==> config.mk <==
export PLATFORM = sky130hd
export DESIGN_NAME = ntp_to_local_time_with_dst
export DESIGN_NICKNAME = d
export VERILOG_FILES = /design/src/rtl/ntlt_pkg.sv /design/src/rtl/ntlt_civil.sv /design/src/rtl/ntp_to_local_time_with_dst.sv
export SDC_FILE = /design/constraint.sdc
export NUM_CORES = 2
export LEC_CHECK = 0
export ABC_AREA = 1
export BUFFER_PORTS_ARGS = -buffer_cell sky130_fd_sc_hd__buf_2
export CELL_PAD_IN_SITES_DETAIL_PLACEMENT = 1
export CELL_PAD_IN_SITES_GLOBAL_PLACEMENT = 2
export CORE_ASPECT_RATIO = 1.25
export CORE_MARGIN = 3
export CORE_UTILIZATION = 35
export DETAILED_ROUTE_END_ITERATION = 8
export HOLD_SLACK_MARGIN = 0.15
export PLACE_DENSITY = 0.7
export SYNTH_ARGS = -nofsm -noshare
export SYNTH_HDL_FRONTEND = slang
export SYNTH_SLANG_ARGS = --single-unit
==> constraint.sdc <==
create_clock -name i_clk -period 36.7 [get_ports i_clk]
set_clock_uncertainty 0.05 [all_clocks]
set_input_delay 7.34 -clock i_clk [delete_from_list [all_inputs] [get_ports i_clk]]
set_output_delay 7.34 -clock i_clk [all_outputs]
set_load 0.005 [all_outputs]
==> src/rtl/ntlt_pkg.sv <==
// ----------------------------------------------------------------------------
// ntlt_pkg
// Constants and helpers for the NTP to local time pipeline: stage map,
// reciprocal multipliers for the calendar breakdown, month start offsets.
// ----------------------------------------------------------------------------
package ntlt_pkg;

    localparam int NUM_STAGES = 11;
    localparam int CIV_FIRST  = 3;
    localparam int CIV_LAST   = 9;

    localparam logic [31:0] NTP_UNIX_DELTA = 32'd2208988800;
    localparam logic [31:0] SUMMER_SECONDS = 32'd3600;
    localparam logic [31:0] HOUR_SECONDS   = 32'd3600;
    localparam logic [32:0] DAY_SECONDS    = 33'd86400;
    localparam logic [16:0] ZONE_RESET     = 17'd3600;

    // x / 675 for x < 2^25: (x * RECIP_675) >> 35, exact
    localparam logic [25:0] RECIP_675  = 26'd50903317;
    // x / 1460 for x < 146097: >> 28
    localparam logic [17:0] RECIP_1460 = 18'd183860;
    // x / 365 for x < 146097: >> 27
    localparam logic [18:0] RECIP_365  = 19'd367720;
    // x / 153 for x < 1828: >> 20
    localparam logic [12:0] RECIP_153  = 13'd6854;

    // days from 1600-03-01 to 1970-01-01
    localparam logic [17:0] ERA_DAY_OFS = 18'd135080;
    localparam logic [17:0] ERA_DAYS    = 18'd146097;
    localparam logic [17:0] CENT_DAYS   = 18'd36524;

    localparam logic [4:0] MARCH_DAYS  = 5'd31;
    localparam logic [3:0] BEGIN_MONTH = 4'd3;
    localparam logic [3:0] END_MONTH   = 4'd10;

    // first day of year-of-March month index, counted from March 1
    function automatic logic [8:0] f_month_start(input logic [3:0] mp);
        logic [8:0] ofs;
        case (mp)
            4'd0:    ofs = 9'd0;
            4'd1:    ofs = 9'd31;
            4'd2:    ofs = 9'd61;
            4'd3:    ofs = 9'd92;
            4'd4:    ofs = 9'd122;
            4'd5:    ofs = 9'd153;
            4'd6:    ofs = 9'd184;
            4'd7:    ofs = 9'd214;
            4'd8:    ofs = 9'd245;
            4'd9:    ofs = 9'd275;
            4'd10:   ofs = 9'd306;
            4'd11:   ofs = 9'd337;
            default: ofs = 9'd0;
        endcase
        return ofs;
    endfunction

    // mod 7 by octal digit folding (8 = 1 mod 7)
    function automatic logic [2:0] f_mod7(input logic [12:0] v);
        logic [4:0] s1;
        logic [3:0] s2;
        s1 = 5'(v[2:0]) + 5'(v[5:3]) + 5'(v[8:6]) + 5'(v[11:9]) + 5'(v[12]);
        s2 = 4'(s1[2:0]) + 4'(s1[4:3]);
        return (s2 >= 4'd7) ? 3'(s2 - 4'd7) : s2[2:0];
    endfunction

endpackage

==> src/rtl/ntlt_civil.sv <==
// ----------------------------------------------------------------------------
// ntlt_civil
// Pipelined day count (from 1970-01-01) to Gregorian year, month and day.
// Seven register stages, one per enable bit.
// ----------------------------------------------------------------------------
module ntlt_civil
    import ntlt_pkg::*;
(
    input  logic                        i_clk,
    input  logic [CIV_LAST:CIV_FIRST]   i_en,
    input  logic [15:0]                 i_days,
    output logic [11:0]                 o_year,
    output logic [3:0]                  o_month,
    output logic [4:0]                  o_day
);

    // stage 3: day of 400-year era
    logic [17:0] s3_z;
    logic        s3_era;
    logic [17:0] r_doe3;
    logic        r_era3;

    assign s3_z   = 18'(i_days) + ERA_DAY_OFS;
    assign s3_era = (s3_z >= ERA_DAYS);

    always_ff @(posedge i_clk) begin
        if (i_en[3]) begin
            r_era3 <= s3_era;
            r_doe3 <= s3_era ? (s3_z - ERA_DAYS) : s3_z;
        end
    end

    // stage 4: doe/1460, doe/36524, doe/146096
    logic [35:0] s4_prod;
    logic [6:0]  r_a4;
    logic [2:0]  r_b4;
    logic        r_c4;
    logic [17:0] r_doe4;
    logic        r_era4;

    assign s4_prod = 36'(r_doe3) * 36'(RECIP_1460);

    always_ff @(posedge i_clk) begin
        if (i_en[4]) begin
            r_a4   <= s4_prod[34:28];
            r_b4   <= 3'(r_doe3 >= CENT_DAYS) + 3'(r_doe3 >= 18'd73048)
                    + 3'(r_doe3 >= 18'd109572) + 3'(r_doe3 >= 18'd146096);
            r_c4   <= (r_doe3 == 18'd146096);
            r_doe4 <= r_doe3;
            r_era4 <= r_era3;
        end
    end

    // stage 5: leap-corrected day count
    logic [17:0] r_num5;
    logic [17:0] r_doe5;
    logic        r_era5;

    always_ff @(posedge i_clk) begin
        if (i_en[5]) begin
            r_num5 <= r_doe4 - 18'(r_a4) + 18'(r_b4) - 18'(r_c4);
            r_doe5 <= r_doe4;
            r_era5 <= r_era4;
        end
    end

    // stage 6: year of era
    logic [36:0] s6_prod;
    logic [8:0]  r_yoe6;
    logic [17:0] r_doe6;
    logic        r_era6;

    assign s6_prod = 37'(r_num5) * 37'(RECIP_365);

    always_ff @(posedge i_clk) begin
        if (i_en[6]) begin
            r_yoe6 <= s6_prod[35:27];
            r_doe6 <= r_doe5;
            r_era6 <= r_era5;
        end
    end

    // stage 7: day of March-based year
    logic [1:0]  s7_cent;
    logic [17:0] s7_sub;
    logic [8:0]  r_doy7;
    logic [11:0] r_yb7;

    always_comb begin
        if (r_yoe6 >= 9'd300) begin
            s7_cent = 2'd3;
        end else if (r_yoe6 >= 9'd200) begin
            s7_cent = 2'd2;
        end else if (r_yoe6 >= 9'd100) begin
            s7_cent = 2'd1;
        end else begin
            s7_cent = 2'd0;
        end
    end

    assign s7_sub = 18'(r_yoe6) * 18'd365 + 18'(r_yoe6[8:2]) - 18'(s7_cent);

    always_ff @(posedge i_clk) begin
        if (i_en[7]) begin
            r_doy7 <= 9'(r_doe6 - s7_sub);
            r_yb7  <= 12'd1600 + (r_era6 ? 12'd400 : 12'd0) + 12'(r_yoe6);
        end
    end

    // stage 8: month index from March
    logic [10:0] s8_x;
    logic [23:0] s8_prod;
    logic [3:0]  r_mp8;
    logic [8:0]  r_doy8;
    logic [11:0] r_yb8;

    assign s8_x    = 11'(r_doy7) * 11'd5 + 11'd2;
    assign s8_prod = 24'(s8_x) * 24'(RECIP_153);

    always_ff @(posedge i_clk) begin
        if (i_en[8]) begin
            r_mp8  <= s8_prod[23:20];
            r_doy8 <= r_doy7;
            r_yb8  <= r_yb7;
        end
    end

    // stage 9: calendar month, day, year
    logic        s9_wrap;
    logic [11:0] r_year9;
    logic [3:0]  r_month9;
    logic [4:0]  r_day9;

    assign s9_wrap = (r_mp8 >= 4'd10);

    always_ff @(posedge i_clk) begin
        if (i_en[9]) begin
            r_day9   <= 5'(r_doy8 - f_month_start(r_mp8) + 9'd1);
            r_month9 <= s9_wrap ? (r_mp8 - 4'd9) : (r_mp8 + 4'd3);
            r_year9  <= r_yb8 + 12'(s9_wrap);
        end
    end

    assign o_year  = r_year9;
    assign o_month = r_month9;
    assign o_day   = r_day9;

endmodule

==> src/rtl/ntp_to_local_time_with_dst.sv <==
// ----------------------------------------------------------------------------
// ntp_to_local_time_with_dst
// NTP seconds to local Unix seconds with zone offset and European summer
// time (last Sunday of March to last Sunday of October, 01:00 UTC).
// ----------------------------------------------------------------------------
//  channel | dir | handshake                 | payload
//  in      | in  | i_in_valid / o_in_ready   | i_ntp_seconds[31:0]
//  out     | out | o_out_valid / i_out_ready | o_local_seconds[31:0],
//          |     |                           | o_summer_time_active
//  cfg     | in  | i_cfg_valid / o_cfg_ready | i_cfg_data[16:0] (zone offset)
//
//  11-stage pipeline, one beat per cycle while the output is not stalled.
//  Per-stage valid bits; a stage loads when empty or when the next one moves,
//  so bubbles close up under an output stall and no beat is lost or repeated.
//  Synchronous active-low reset clears the valid bits and sets the zone
//  offset to 3600. Config writes are always accepted.
// ----------------------------------------------------------------------------
module ntp_to_local_time_with_dst
    import ntlt_pkg::*;
(
    input  logic        i_clk,
    input  logic        i_rst_n,
    input  logic        i_in_valid,
    output logic        o_in_ready,
    input  logic [31:0] i_ntp_seconds,
    output logic        o_out_valid,
    input  logic        i_out_ready,
    output logic [31:0] o_local_seconds,
    output logic        o_summer_time_active,
    input  logic        i_cfg_valid,
    output logic        o_cfg_ready,
    input  logic [16:0] i_cfg_data
);

    logic [NUM_STAGES:1] en;
    logic [NUM_STAGES:1] r_v;
    logic [16:0]         r_zone;

    always_comb begin
        en[NUM_STAGES] = !r_v[NUM_STAGES] || i_out_ready;
        for (int k = NUM_STAGES - 1; k >= 1; k--) begin
            en[k] = !r_v[k] || en[k + 1];
        end
    end

    always_ff @(posedge i_clk) begin
        if (!i_rst_n) begin
            r_v <= '0;
        end else begin
            if (en[1]) begin
                r_v[1] <= i_in_valid;
            end
            for (int k = 2; k <= NUM_STAGES; k++) begin
                if (en[k]) begin
                    r_v[k] <= r_v[k - 1];
                end
            end
        end
    end

    always_ff @(posedge i_clk) begin
        if (!i_rst_n) begin
            r_zone <= ZONE_RESET;
        end else if (i_cfg_valid) begin
            r_zone <= i_cfg_data;
        end
    end

    // UTC seconds travel with the beat through stage 10
    logic [31:0] r_unix [1:NUM_STAGES-1];

    always_ff @(posedge i_clk) begin
        if (en[1]) begin
            r_unix[1] <= i_ntp_seconds - NTP_UNIX_DELTA;
        end
        for (int k = 2; k <= NUM_STAGES - 1; k++) begin
            if (en[k]) begin
                r_unix[k] <= r_unix[k - 1];
            end
        end
    end

    // stage 2: days = unix / 86400 = (unix >> 7) / 675
    logic [50:0] s2_prod;
    logic [15:0] r_days;

    assign s2_prod = 51'(r_unix[1][31:7]) * 51'(RECIP_675);

    always_ff @(posedge i_clk) begin
        if (en[2]) begin
            r_days <= s2_prod[50:35];
        end
    end

    // stage 3/4: second of day >= 01:00
    logic [32:0] s3_prod;
    logic [31:0] r_dsec;
    logic        r_hge [4:NUM_STAGES-2];

    assign s3_prod = 33'(r_days) * DAY_SECONDS;

    always_ff @(posedge i_clk) begin
        if (en[3]) begin
            r_dsec <= s3_prod[31:0];
        end
        if (en[4]) begin
            r_hge[4] <= ((r_unix[3] - r_dsec) >= HOUR_SECONDS);
        end
        for (int k = 5; k <= NUM_STAGES - 2; k++) begin
            if (en[k]) begin
                r_hge[k] <= r_hge[k - 1];
            end
        end
    end

    // stages 3..9: calendar breakdown
    logic [11:0] cal_year;
    logic [3:0]  cal_month;
    logic [4:0]  cal_day;

    ntlt_civil u_civil (
        .i_clk   (i_clk),
        .i_en    (en[CIV_LAST:CIV_FIRST]),
        .i_days  (r_days),
        .o_year  (cal_year),
        .o_month (cal_month),
        .o_day   (cal_day)
    );

    // stage 10: summer time rule
    logic [13:0] s10_y5;
    logic [11:0] s10_v;
    logic [4:0]  s10_bday;
    logic [4:0]  s10_eday;
    logic        s10_summer;
    logic        r_summer10;

    assign s10_y5   = 14'(cal_year) * 14'd5;
    assign s10_v    = s10_y5[13:2];
    assign s10_bday = MARCH_DAYS - 5'(f_mod7(13'(s10_v) + 13'd4));
    assign s10_eday = MARCH_DAYS - 5'(f_mod7(13'(s10_v) + 13'd1));

    always_comb begin
        if (cal_month > BEGIN_MONTH && cal_month < END_MONTH) begin
            s10_summer = 1'b1;
        end else if (cal_month == BEGIN_MONTH) begin
            s10_summer = (cal_day > s10_bday)
                      || (cal_day == s10_bday && r_hge[9]);
        end else if (cal_month == END_MONTH) begin
            s10_summer = (cal_day < s10_eday)
                      || (cal_day == s10_eday && !r_hge[9]);
        end else begin
            s10_summer = 1'b0;
        end
    end

    always_ff @(posedge i_clk) begin
        if (en[10]) begin
            r_summer10 <= s10_summer;
        end
    end

    // stage 11: output register
    logic [31:0] r_local;
    logic        r_summer11;

    always_ff @(posedge i_clk) begin
        if (en[11]) begin
            r_local    <= r_unix[10] + (r_summer10 ? SUMMER_SECONDS : 32'd0)
                        + {{15{r_zone[16]}}, r_zone};
            r_summer11 <= r_summer10;
        end
    end

    assign o_in_ready           = en[1];
    assign o_out_valid          = r_v[NUM_STAGES];
    assign o_local_seconds      = r_local;
    assign o_summer_time_active = r_summer11;
    assign o_cfg_ready          = 1'b1;

endmodule

* Word level (Yosys, flattened, before mapping)
Memory sizes are Yosys's and may differ from the RTL's. A register that Yosys moved wholly into a read port is not among the register bits. Cells that the tools add are included.
Operators by class: add/sub/neg operators 39, multipliers 8, divide/modulo/power cells 0, order comparisons 16, eq/ne operators 5, shifts and indexed selects 0, multiplexer cells 33, bitwise operators 0, reduce and logical (&&, ||, !) cells 28
Operators with widths (number):
- $mul A18 B16 Y33 const B | 2
- $mul A25 B26 Y51 const B | 1
- $ge A18 B17 Y1 const B | 2
- $ge A18 B18 Y1 const B | 2
- $add A32 B12 Y32 | 1
- $add A32 B32 Y32 | 1
- $ge A32 B12 Y1 const B | 1
- $sub A32 B32 Y32 | 1
- $sub A32 B32 Y32 const B | 1
- $mul A16 B10 Y25 const B | 1
- $mul A11 B12 Y23 const B | 1
- $mux W1 | 23
- $add A16 B18 Y18 const B | 1
- $add A18 B3 Y18 | 1
- $eq A18 B18 Y1 const B | 1
- $ge A18 B16 Y1 const B | 1
- $mux W18 | 1
- $sub A18 B1 Y18 | 1
- $sub A18 B18 Y18 const B | 1
- $sub A18 B7 Y18 | 1
- $mul A12 B3 Y14 const B | 1
- $add A12 B1 Y13 const B | 1
- $add A12 B3 Y13 const B | 1
- $logic_or A1 B1 Y1 | 13
- other kinds (42) | 68
Storage, ports and cells: register bits 262, bits in latches 0, bits in writable memories 326, bits in read-only memories 144, input bits 54, output and inout bits 36, word-level logic and storage cells 170, memories 3
Memories:
- r_unix | words 10, width 32, rd ports 10, clocked after Yosys merged registers in 0, write ports 10, line ntp_to_local_time_with_dst.sv:70 | logic [31:0] r_unix [1:NUM_STAGES-1];
- (no name shown) | words 16, width 9, rd ports 1, clocked after Yosys merged registers in 1, write ports 0, line ntlt_pkg.sv:39 | case (mp)
- r_hge | words 6, width 1, rd ports 6, clocked after Yosys merged registers in 0, write ports 6, line ntp_to_local_time_with_dst.sv:98 | logic r_hge [4:NUM_STAGES-2];

* Longest topological paths before layout
depth after elaboration 15, depth in mapped cells 41, mapped depth without buffers 41

* Cells and area by module
Synthesis repeated with hierarchy kept, for this count alone.
Unflattened totals: cell total of the unflattened synthesis 5606, area, all modules 56349.0 µm²
Modules (own cells, without submodules):
- ntp_to_local_time_with_dst | times used 1, cells an instance 3127, area an instance 32528.7 µm², sequential area each 12602.1 µm²
- ntlt_civil | times used 1, cells an instance 2479, area an instance 23820.3 µm², sequential area each 4874.7 µm²

* Least setup slack after synthesis
No wires, ideal clock.
path type input to output, from input port i_out_ready, to output port o_in_ready, arrival time 14.921 ns, required time 29.310 ns, setup slack 14.389 ns, stages on the path 12, path buffers 0, cell sequence inv_1 nand2_1 nor2_2 nand2_1 nor2_4 nand2_2 nor2_2 nand2_1 nor2_1 nand2_1 nor2_1 nand2_1
Between the ends: cells in the longest elaborated chain, start to end 11
RTL lines:
- start: declaration | line ntp_to_local_time_with_dst.sv:27 | input logic i_out_ready,
- $logic_or A1 B1 Y1 | line ntp_to_local_time_with_dst.sv:40 | en[NUM_STAGES] = !r_v[NUM_STAGES] || i_out_ready;
- via en, one bit | line ntp_to_local_time_with_dst.sv:35 | logic [NUM_STAGES:1] en;
- $logic_or A1 B1 Y1 (2 in a row) | line ntp_to_local_time_with_dst.sv:42 | en[k] = !r_v[k] || en[k + 1];
- via en, one bit | line ntp_to_local_time_with_dst.sv:35
- $logic_or A1 B1 Y1 (2 in a row) | line ntp_to_local_time_with_dst.sv:42
- via en, one bit | line ntp_to_local_time_with_dst.sv:35
- $logic_or A1 B1 Y1 (2 in a row) | line ntp_to_local_time_with_dst.sv:42
- via en, one bit | line ntp_to_local_time_with_dst.sv:35
- $logic_or A1 B1 Y1 (2 in a row) | line ntp_to_local_time_with_dst.sv:42
- via en, one bit | line ntp_to_local_time_with_dst.sv:35
- $logic_or A1 B1 Y1 (2 in a row) | line ntp_to_local_time_with_dst.sv:42
- end: declaration | line ntp_to_local_time_with_dst.sv:24 | output logic o_in_ready,
The timed path passes the listed nets, and every way through them passes these cells.

* Worst setup path in the final report
Ends and elaborated chain as after synthesis.

==> impl_metrics.csv <==
group,metric,value,unit
yosys,yosysSeqAreaShare,31.5,%
hold_path,min_delay_path_depth,0,
routing,drt_iter0_markers,1195,
sta,setup-violations-final,0,
setup_path,crit_arrival,12.45,ns
yosys,synth.top_cell.area_share,30.3,%
setup_path,cp_slowest_cell,"nand2_4",
grt,grt_overflow_total,0,
job,maxCapViolations,0,
grt,gr-usage-all-layers,17.4,%
setup_path,cp_num_buf_inv,8,
die,core_area,157000,µm²
clock_tree,cts_resized,0,
yosys,synth_area_leaders,"edfxtp_1 30%, ha_1 23%, fa_1 18%, inv_1 8.1%, nand2_1 4.6%",
clock_tree,ctsRootBufferMaster,"clkbuf_16",
sta,grt_setup_unrepaired,"false",
sta,fmax,50.4,MHz
layout,layout-drive-gt1-share,4.47,%
yosys,synthFlopType,"edfxtp_1",
routing,vias_per_cell,4.78,
layout,area_growth,9.69,%
die,die_area,163000,µm²
setup_path,reg2regPathDepth,36,
yosys,ys_ff_latch,593,
setup_path,path_common_cell,"buf_4",
routing,wire_per_inst,18.0,µm
die,die_h,451,µm
yosys,synth.largest_area_cell,"edfxtp_1",
setup_path,critPathMaxFanout,78,
setup_path,crit_type,"in -> out",
yosys,synth_edf_count,560,
sta,fin_crit_sh,54.1,%
setup_path,start_kind,"primary input",
sta,fin_setup_tns,0,ns
clock_tree,cts.clk_slew.worst_paths,0.07,ns
layout,final_nets,7147,
grt,grt_max_degree,79,
clock_tree,cts_buffers,61,
routing,first_pass_iters,6,
status,status,"finished clean",
routing,drc,0,
die,initial_utilization,35.4,%
yosys,syn_nets,6982,
yosys,syn-mean-instance-area,10.2,µm²
sta,max_slew_margin,23.1,%
clock_tree,cts_tree,"done",
hold_path,min_path_type,"reg -> reg",
clock_tree,cts_setup_buffers,0,
yosys,synthCells,5422,
routing,routed_wl,139000,µm
setup_path,critPathCaptureType,"primary output",
grt,antenna_found_initial,6,
sta,final_hold_viol_count,0,
yosys,syn_area,55500,µm²
clock_tree,worstSkewPairLatency,0.66,ns
setup_path,crit_path_cell_trace,"buf_2, inv_1, nand2_1, buf_4, nor2_2, nand2_2, buf_4, nor2_4, nand2_2, buf_4, nor2_2, nand2_2, buf_4, nor2_1, nand2_4, nor2_1, nand2_2, buf_4, buf_2",
layout,fill_cells,17600,
grt,grt_pass1_vias,41400,
die,pin_count,90,
place,port_buffers,88,
clock_tree,h-tree-depth,2,
place,gp_congestion,0.826,
yosys,async_flop_share,0,%
routing,postRouteAntennaNets,0,
die,die_x,362,µm
die,num_rows,162,
grt,grt_pass1_wl,226000,µm
setup_path,cp.required,29.31,ns
setup_path,max_stage_delay,0.82,ns
sta,report.final.slew_viol_count,0,
routing,route.vias.total,36700,
clock_tree,cts_buffer_depth,3,
place,place_hpwl,118000,µm
clock_tree,hold_buffers,0,
setup_path,crit_cells,19,
sta,fin_crit,19.84,ns
yosys,yosys_warnings,0,
yosys,yosysUniqueCellTypes,59,
setup_path,cp_top_family,"buffers and inverters",
clock_tree,cts_sinks,593,
sta,tightest_slew,1.15,ns
[area by class of cell]
class	instances	area [µm²]	area share (%)
Inverter	1202	4510	7.41
Tap cell	2050	2560	4.21
Sequential cell	593	17500	28.7
Timing Repair Buffer	112	621	1.02
Clock inverter	38	648	1.06
Clock buffer	73	1580	2.60
Multi-Input combinational cell	3617	33500	55.0
Antenna cell	2	5.00	0.00822
[cell usage after synthesis, types with 2 or more instances]
cell          n
inv_1      1192
ha_1       1001
nand2_1     677
edfxtp_1    560
fa_1        505
nor2_1      295
a21oi_1     266
o21ai_0     178
nand3_1     152
xor2_1      149
xnor2_1      73
nand4_1      55
nor3_1       39
a21o_1       33
dfxtp_1      33
a31oi_1      31
o21bai_1     30
o21a_1       18
nor4_1       16
nand3b_1     12
o211ai_1     11
a21boi_0     10
inv_2         9
a221oi_1      7
nand2_2       7
clkbuf_1      6
nor2_2        5
a211oi_1      4
o2111ai_1     3
o21ai_1       3
o221ai_1      3
o31ai_1       3
or2_2         3
a41oi_1       2
and3_1        2
buf_6         2
nor2_4        2
o211a_1       2
o21ai_2       2
xor2_2        2
[per-layer routing]
metal	wire length (µm)	GRT usage, %	vias to the layer above
met3	2410	1.35	108
met4	2250	3.11	0
met2	76500	34.3	292
met5	0	0	-
li1	-	-	18000
met1	57400	20.4	18300
[cell usage in the layout (no fill, tap or decap), types with 39 or more instances in the layout]
cell | synthesis | layout
a21oi_1 | 266 | 266
buf_2 | 1 | 88
clkbuf_16 | 0 | 61
edfxtp_1 | 560 | 560
fa_1 | 505 | 505
ha_1 | 1001 | 1001
inv_1 | 1192 | 1188
nand2_1 | 677 | 673
nand3_1 | 152 | 152
nand4_1 | 55 | 55
nor2_1 | 295 | 295
nor3_1 | 39 | 39
o21ai_0 | 178 | 178
xnor2_1 | 73 | 73
xor2_1 | 149 | 149
[worst paths after layout]
path	from	end	slack (ns)
worst min register to register	r_unix[2][60]$_DFFE_PP_	r_unix[3][28]$_DFFE_PP_	0.36
worst max register to register	u_civil.r_doy7[1]$_DFFE_PP_	flop	28.89
worst min-delay path	r_unix[2][60]$_DFFE_PP_	r_unix[3][28]$_DFFE_PP_	0.36
worst max-delay path	i_out_ready	o_in_ready	16.86
[stage by stage]
stage	hold WS, ns	utilization (%)	cell area, µm²	setup WS (ns)	std cells
2_1_floorplan	0.350	-	55500	14.39	5422
3_3_place_gp	0.351	37.4	58600	16.85	7574
3_5_place_dp	0.356	37.4	58600	16.67	7574
4_1_cts	0.351	38.8	60900	16.62	7685
5_1_grt	0.354	38.8	60900	16.15	7685
6_report	0.362	38.8	60900	16.86	7687
[flip-flops by register name (all words and copies together) (netlist names), 16 cells and up, named ones only]
signal and flops:
r_days 16, o_local_seconds 32, r_unix 320, u_civil.r_doe3 18
u_civil.r_doe4 18, r_dsec 25, r_zone 17, u_civil.r_num5 18
[kinds of logic after synthesis]
kind of cell	count (synthesis)	synth area share, %
buffers and inverters	1212	8.24
adders and majority gates	1506	40.8
xor gates and xnor gates	225	3.59
and+or+nand+nor	1270	9.57
other	1	0.00676
DFF	593	31.5
muxes	1	0.0203
AOI/OAI and AO/OA	614	6.29
Power is left out: the tool's default activity adds up to more than one toggle a clock period on the data nets, which glitch-free logic cannot reach.
